--- src/rtl/parabolic_blend_trajectory_assert.svh ---
// Assertion macros for the parabolic blend trajectory generator
`ifndef PARABOLIC_BLEND_TRAJECTORY_ASSERT_SVH
`define PARABOLIC_BLEND_TRAJECTORY_ASSERT_SVH
`ifndef SYNTHESIS
// same-cycle implication, checked after reset
`define PBT_ASSERT_NOW(lbl, ante, cons, msg) \
  lbl: assert property (@(posedge clk) disable iff (!rst_n) (ante) |-> (cons)) \
    else $error(msg);
// next-cycle implication, checked after reset
`define PBT_ASSERT_NEXT(lbl, ante, cons, msg) \
  lbl: assert property (@(posedge clk) disable iff (!rst_n) (ante) |=> (cons)) \
    else $error(msg);
`else
`define PBT_ASSERT_NOW(lbl, ante, cons, msg)
`define PBT_ASSERT_NEXT(lbl, ante, cons, msg)
`endif
`endif

--- src/rtl/pbt_pkg.sv ---
// Shared types and constants of the parabolic blend trajectory generator
`default_nettype none
package pbt_pkg;

  localparam int AXES = 6;
  localparam int AXW  = $clog2(AXES);
  localparam logic [AXW-1:0] LAST_AXIS = AXW'(AXES - 1);
  localparam logic [AXW-1:0] LIN_AXES  = AXW'(3);

  // request codes
  localparam logic [1:0] REQ_TICK = 2'd0;
  localparam logic [1:0] REQ_SEG  = 2'd1;
  localparam logic [1:0] REQ_POSE = 2'd2;

  // status codes
  localparam logic [1:0] ST_OK  = 2'd0;
  localparam logic [1:0] ST_VEL = 2'd1;
  localparam logic [1:0] ST_ACC = 2'd2;

  // configuration register indexes
  localparam int CFG_IW = 3;
  localparam int CFG_DW = 20;
  localparam logic [CFG_IW-1:0] CFG_VEL_LIN = 3'd0;
  localparam logic [CFG_IW-1:0] CFG_VEL_ROT = 3'd1;
  localparam logic [CFG_IW-1:0] CFG_ACC_LIN = 3'd2;
  localparam logic [CFG_IW-1:0] CFG_ACC_ROT = 3'd3;
  localparam logic [CFG_IW-1:0] CFG_FRAME   = 3'd4;

  // configuration reset values
  localparam logic [15:0] VEL_LIN_RST = 16'd400;
  localparam logic [15:0] VEL_ROT_RST = 16'd800;
  localparam logic [19:0] ACC_LIN_RST = 20'd50000;
  localparam logic [19:0] ACC_ROT_RST = 20'd10000;
  localparam logic [9:0]  FRAME_RST   = 10'd35;

  // scale factors of the limit checks
  localparam logic [63:0] SCALE_1E6 = 64'd1000000;
  localparam logic [63:0] SCALE_1E9 = 64'd1000000000;

  // shared unit operations
  localparam logic ALU_MUL = 1'b0;
  localparam logic ALU_DIV = 1'b1;

  typedef struct packed {
    logic start;
    logic op;
  } alu_req_t;

  typedef struct packed {
    logic [1:0]         req_type;
    logic signed [31:0] coord_0;
    logic signed [31:0] coord_1;
    logic signed [31:0] coord_2;
    logic signed [31:0] coord_3;
    logic signed [31:0] coord_4;
    logic signed [31:0] coord_5;
    logic [15:0]        duration_ms;
  } in_word_t;

  typedef struct packed {
    logic [1:0]         status;
    logic signed [31:0] pose_0;
    logic signed [31:0] pose_1;
    logic signed [31:0] pose_2;
    logic signed [31:0] pose_3;
    logic signed [31:0] pose_4;
    logic signed [31:0] pose_5;
    logic               busy_res;
    logic               last_frame;
  } out_word_t;

  // home pose, Q15.16
  function automatic logic signed [31:0] home_pose(input logic [AXW-1:0] idx);
    logic signed [31:0] v;
    case (idx)
      3'd0:    v = 32'sd144900;
      3'd1:    v = -32'sd228196;
      3'd2:    v = 32'sd66322;
      default: v = 32'sd0;
    endcase
    return v;
  endfunction

endpackage
`default_nettype wire

--- src/rtl/pbt_alu.sv ---
// Shared bit-serial multiplier and restoring divider, one bit per cycle
`default_nettype none
module pbt_alu (
  input  wire logic             clk,
  input  wire logic             rst_n,
  input  wire pbt_pkg::alu_req_t req,
  input  wire logic [63:0]      opa,
  input  wire logic [63:0]      opb,
  output logic                  done,
  output logic [63:0]           res
);

  logic        busy_r, busy_nxt;
  logic        done_r, done_nxt;
  logic        op_r, op_nxt;
  logic [5:0]  cnt_r, cnt_nxt;
  logic [63:0] a_r, a_nxt;
  logic [63:0] b_r, b_nxt;
  logic [64:0] acc_r, acc_nxt;

  logic [64:0] rem_sh;
  logic [65:0] diff;

  // run one step of the selected operation
  always_comb begin
    busy_nxt = busy_r;
    done_nxt = 1'b0;
    op_nxt   = op_r;
    cnt_nxt  = cnt_r;
    a_nxt    = a_r;
    b_nxt    = b_r;
    acc_nxt  = acc_r;
    rem_sh   = {acc_r[63:0], a_r[63]};
    diff     = {1'b0, rem_sh} - {2'b00, b_r};
    if (req.start && !busy_r) begin
      busy_nxt = 1'b1;
      op_nxt   = req.op;
      cnt_nxt  = 6'd0;
      a_nxt    = opa;
      b_nxt    = opb;
      acc_nxt  = 65'd0;
    end else if (busy_r) begin
      if (op_r == pbt_pkg::ALU_MUL) begin
        acc_nxt = {1'b0, acc_r[63:0] + (b_r[0] ? a_r : 64'd0)};
        a_nxt   = {a_r[62:0], 1'b0};
        b_nxt   = {1'b0, b_r[63:1]};
      end else begin
        if (!diff[65]) begin
          acc_nxt = diff[64:0];
          a_nxt   = {a_r[62:0], 1'b1};
        end else begin
          acc_nxt = rem_sh;
          a_nxt   = {a_r[62:0], 1'b0};
        end
      end
      cnt_nxt = cnt_r + 6'd1;
      if (cnt_r == 6'd63) begin
        busy_nxt = 1'b0;
        done_nxt = 1'b1;
      end
    end
  end

  always_ff @(posedge clk) begin
    if (!rst_n) begin
      busy_r <= 1'b0;
      done_r <= 1'b0;
    end else begin
      busy_r <= busy_nxt;
      done_r <= done_nxt;
    end
    op_r  <= op_nxt;
    cnt_r <= cnt_nxt;
    a_r   <= a_nxt;
    b_r   <= b_nxt;
    acc_r <= acc_nxt;
  end

  assign done = done_r;
  assign res  = (op_r == pbt_pkg::ALU_MUL) ? acc_r[63:0] : a_r;

endmodule
`default_nettype wire

--- config.mk ---
export PLATFORM = sky130hd
export DESIGN_NAME = pbt_alu
export DESIGN_NICKNAME = d
export VERILOG_FILES = /design/src/rtl/parabolic_blend_trajectory_assert.svh /design/src/rtl/pbt_pkg.sv /design/src/rtl/pbt_alu.sv
export SDC_FILE = /design/constraint.sdc
export NUM_CORES = 1
export LEC_CHECK = 0
export BUFFER_PORTS_ARGS = -buffer_cell sky130_fd_sc_hd__buf_2
export CORE_MARGIN = 3
export CORE_UTILIZATION = 50
export CTS_CLUSTER_SIZE = 28
export DETAILED_ROUTE_END_ITERATION = 12
export GPL_TIMING_DRIVEN = 0
export PLACE_DENSITY_LB_ADDON = 0.2
export SYNTH_ARGS = -nofsm -noshare
export SYNTH_HDL_FRONTEND = slang
export SYNTH_SLANG_ARGS = --single-unit
export TNS_END_PERCENT = 30
--- constraint.sdc ---
create_clock -name clk -period 13.55 [get_ports clk]
set_clock_uncertainty 0.15 [all_clocks]
set_input_delay 0.6775 -clock clk [delete_from_list [all_inputs] [get_ports clk]]
set_output_delay 0.6775 -clock clk [all_outputs]
set_load 0.05 [all_outputs]
# Word level (Yosys, flattened, before mapping)
# Index checks and enable logic that the tools add are counted.
[word_totals] output_inout_bits=65 inputBits=132 word_cells=34 ff_bits=201
[classes] n_reduce_logical=5 n_bitwise=2 addsub=3 mux=15 n_eq_ne=2
[ops] op="$mux 64" count=9
[ops] op="$sub 65x64->66" count=1
[ops] op="$add 64x64->64" count=1
[ops] op="$add 6x1->6 const B" count=1
[ops] op="$eq 6x6->1 const B" count=1
[ops] op="$mux 1" count=6
[ops] op="$reduce_or 3->1" count=1
[ops] op="$ne 2x1->1 const B" count=1
[ops] op="$not 1->1" count=2
[ops] op="$reduce_and 2->1" count=1
[ops] op="$reduce_bool 2->1" count=1
[ops] op="$logic_and 1x1->1" count=1
[ops] op="$logic_not 1->1" count=1

# Depth between registers and ports, before layout
[depth] word_depth=5 depth_mapped=15

# Worst setup path before layout
# Ideal clock, no wire load.
[synth_timing] path_type="input -> register" from="input req[1] in the netlist's numbering" to="register b_r[0], enable pin" stages=5 slack_ps=8277 t_arrival_ps=4615 path_buffers=3 cell_sequence="clkbuf_1 nor2_1 clkbuf_1 buf_1 a21oi_1"
[synth_via] elab_chain_len=3 elab_cells_between_ends=4
[synth_rtl] item="start, declared" line="pbt_alu.sv:6" source="input wire pbt_pkg::alu_req_t req,"
[synth_rtl] item="$logic_and 1x1->1 (*)" line="pbt_alu.sv:35" source="if (req.start && !busy_r) begin"
[synth_rtl] item="$ne 2x1->1 (no line) / $reduce_bool 2->1 (equally long branches)"
[synth_rtl] item="$reduce_and 2->1 (no line) (*)"
[synth_rtl] item="end signal, assigned" line="pbt_alu.sv:75" source="b_r <= b_nxt;"
[synth_rtl] item="end, declared" line="pbt_alu.sv:18" source="logic [63:0] b_r, b_nxt;"
# Every way passes the cells marked *; elsewhere a longest branch is shown, timed or not.
# A chain may end at the register's enable or synchronous reset.

# Final worst setup path
[layout_timing] from="register b_r[0]" to="register acc_r[40]"
[layout_via] elab_chain_len=3 elab_cells_between_ends=5
[layout_rtl] item="$sub 65x64->66 / $mux 64 (equally long branches)" line="pbt_alu.sv:34, pbt_alu.sv:44"
[layout_rtl] item="$mux 64 / $add 64x64->64 (equally long branches)" line="pbt_alu.sv:48, pbt_alu.sv:44"
[layout_rtl] item="$mux 64 (*)" line="pbt_alu.sv:43" source="if (op_r == pbt_pkg::ALU_MUL) begin"
[layout_rtl] item="end signal, assigned" line="pbt_alu.sv:76" source="acc_r <= acc_nxt;"
[layout_rtl] item="end, declared" line="pbt_alu.sv:19" source="logic [64:0] acc_r, acc_nxt;"
# Marks and branches as above.

==> out/metrics.yaml <==
routing:
  viasPerCell: 6.11
  drtPass1Iterations: 6
  vias: 17100
  wl_mm: 61.7
  wl_per_cell_um: 22.0
  drtAntennaViolNets: 0
  drc: 0
  drtIter0Drc: 1393
worst_setup_path:
  rr_worst_depth: 14
  slowest_stage: "edfxtp_1"
  cp_data_arrival_time_ns: 5.64
  critical_path.max_fanout: 11
  worst_r2r_startpoint: "b_r[0]$_DFFE_PP_"
  required_ns: 13.81
  critPathMostFrequentCell: "o21ai_1"
  start_kind: "flip-flop"
  cp_cell_sequence: "clkbuf_1 > and2_1 > ha_1 > a21oi_1 > a21oi_1 > o21ai_1 > a21oi_1 > o31ai_1 > o21ai_1 > a311oi_1 > o21ai_1 > xor2_1 > a22oi_1 > o21ai_1"
  endpoint: "acc_r[40]$_SDFFE_PP0P_"
  crit_type: "flip-flop to flip-flop"
  r2r_slack_ns: 8.17
  reg2reg_to: "acc_r[40]$_SDFFE_PP0P_"
  worst_setup_path_end_kind: "flip-flop"
  crit_path_start: "b_r[0]$_DFFE_PP_"
  slowest_delay_ns: 0.89
placement:
  dp_slack_ns: 8.37
  place.gp.congestion: 0.988
  place_area_um2: 19200
  dp.cells: 2754
  portBuffers: 196
  dp_hpwl_mm: 47.5
power_and_ir_drop:
  cellPowerDensity_nw_per_um2: 204
  p_leak_nw: 8.59
  switching_share: 0.495
  switching_power_mw: 2.04
  seqPwrFrac: 0.233
  vdd_drop_max_uv: 129
  clockPowerShare: 0.181
  total_power_mw: 4.11
  combPwrFrac: 0.585
  p_int_mw: 2.08
synthesis:
  synth_top_area_share: 0.220
  ys.warnings.count: 0
  synthTopCellsByArea: "edfxtp_1 22%, ha_1 9.2%, dfxtp_1 8.2%, mux2_2 8.1%, a21oi_1 5.0%"
  ys_async_sr_fraction: 0
  synth.cell_area_um2: 17600
  synth_seq_cells: 201
  synth_top_cell_by_area: "edfxtp_1"
  synth_commonest_cells: "234 x nand2_1, 176 x a21oi_1, 152 x o21ai_0"
  synth_cells: 2100
  seq_area_frac_synth: 0.302
  synth_edf_count: 129
  synth_cell_types: 81
  synth_most_common_cell: "nand2_1"
  syn_avg_cell_area_um2: 8.39
  synthFlopType: "edfxtp_1"
  syn_nets: 2363
clocking:
  cts_hold_buf: 0
  clk_path_buf_depth: 3
  htreeDepth: 1
  cts-buffers-inserted: 27
  post-cts-setup-buffers: 0
  cts_tree: "yes"
  clock_latency_ns: 0.58
  cts_root_buf: "clkbuf_16"
  cts.sinks: 201
  postCtsResizedCells: 0
  clk_pin_slew_ns: 0.06
layout:
  diodes: 0
  multi_input_area_um2: 11400
  num-fill-cells: 3230
  fin_nets: 2591
  area_growth_pct: 14.3
  design_area_um2: 20100
  final-seq-area_um2: 5320
  final_cell_count_no_fill: 2803
  final_layout_size_suffix_gt1_frac: 0.167
sta:
  setup_viol: 0
  slew_violations: 0
  period_minus_slack_ns: 5.38
  layout_setup_ws_ns: 8.17
  worst_pin_slew_ns: 1.18
  period_share: 0.397
  grt_setup_unrepaired: "false"
  setup_tns_ns: 0
  fmax_mhz: 186
  slew_headroom: 0.204
  hold_viol: 0
global_route:
  grt_usage: 0.313
  grt-ovfl-total: 0
  grt_first_pass_wirelength_mm: 93.8
  grt_pass1_vias: 16600
  grt_max_degree: 65
  antenna_found_initial: 0
floorplanning:
  fp.dieW_um: 194
  die_area_um2: 37500
  initial_core_util: 0.509
  coreArea_um2: 34600
  top_level_ports: 197
  rows: 68
  die_y_um: 194
status:
  status: "finished clean"
run:
  drv_cap: 0
hold_path:
  hold_class: "primary input to flip-flop"
  min_from: "req[0]"
-- power by group through the flow --
| stage | Sequential [mW] | Clock, mW | Combinational (mW) |
|---|---|---|---|
| final | 0.960 | 0.745 | 2.41 |
| after global routing | 0.976 | 0.778 | 2.61 |
| after CTS | 0.954 | 0.753 | 2.36 |
| after detailed placement | 0.965 | 0 | 2.34 |
| after global placement | 0.967 | 0 | 2.33 |
| after floorplan | 0.892 | 0 | 1.76 |
-- metal layers --
| metal | part of all wire | track usage | wire [um] | vias to the layer above |
|---|---|---|---|---|
| met3 | 0.075 | 0.0407 | 4610 | 127 |
| met4 | 0.040 | 0.110 | 2480 | 0 |
| met5 | 0 | 0 | 0 | - |
| met2 | 0.46 | 0.520 | 28300 | 725 |
| li1 | - | - | - | 8158 |
| met1 | 0.43 | 0.422 | 26300 | 8121 |
-- registers in the layout, indices dropped and copies added, names as in the netlist --
| signal | count |
|---|---|
| done | 1 |
| a_r | 64 |
| busy_r | 1 |
| b_r | 64 |
| cnt_r | 6 |
| acc_r | 64 |
| op_r | 1 |
-- cell usage in the layout (no fill, tap or decap), types with 35 or more instances in the layout --
master / count
nand2_1: 234
buf_2: 201
a21oi_1: 175
o21ai_0: 152
ha_1: 129
edfxtp_1: 129
mux2_2: 127
clkbuf_1: 119
nor2_1: 102
inv_1: 100
and2_1: 72
dfxtp_1: 72
o21ai_1: 70
a21o_1: 62
xnor2_1: 60
xor2_1: 57
o211ai_1: 48
nand4_1: 38
nor3_1: 35
-- how the worst min path moves through the flow --
stage	cells after the start	to
after floorplan	2	cnt_r[5]$_SDFFE_PP0P_
after global placement	2	cnt_r[5]$_SDFFE_PP0P_
after detailed placement	2	cnt_r[5]$_SDFFE_PP0P_
after CTS	1	op_r$_DFFE_PP_
after global routing	1	op_r$_DFFE_PP_
final	1	op_r$_DFFE_PP_
-- cells by family (layout without fill, tap and decap cells) --
kind of cell               after synthesis  after routing  synth area share
AOI/OAI and AO/OA                      695            695             0.247
xor gates and xnor gates               117            117            0.0582
adders and majority gates              131            131            0.0939
buffers and inverters                  229            477            0.0498
DFF                                    201            201             0.302
muxes                                  144            144            0.0909
and+or+nand+nor                        583            583             0.158
-- metrics by stage --
| step | hold WS [ns] | util |
|---|---|---|
| after floorplan | 0.309 | - |
| after CTS | 0.126 | 0.581 |
| final | 0.146 | 0.581 |
| after global placement | 0.321 | 0.553 |
| after global routing | 0.131 | 0.581 |
| after detailed placement | 0.332 | 0.555 |
-- worst max-delay path, delay by kind of cell (launching register included) --
family,cells,cell delay [ns]
AND/OR/NAND/NOR,1,0.19
AO/OA/AOI/OAI,10,3.15
XOR/XNOR,1,0.17
adder cells (fa/ha/maj),1,0.28
flip-flops,1,0.89
buffers and inverters,1,0.37
-- layout make-up --
| class | instances | share of cell area |
|---|---|---|
| multi-input cells | 1670 | 0.568 |
| flip-flops and latches | 201 | 0.264 |
| repair buffers | 199 | 0.0513 |
| clock buffers | 31 | 0.0348 |
| well taps | 455 | 0.0283 |
| plain buffers | 128 | 0.0247 |
| inverters | 101 | 0.0190 |
| clock inverters | 18 | 0.0104 |
Note: power is estimated with default switching activity, not from simulation.
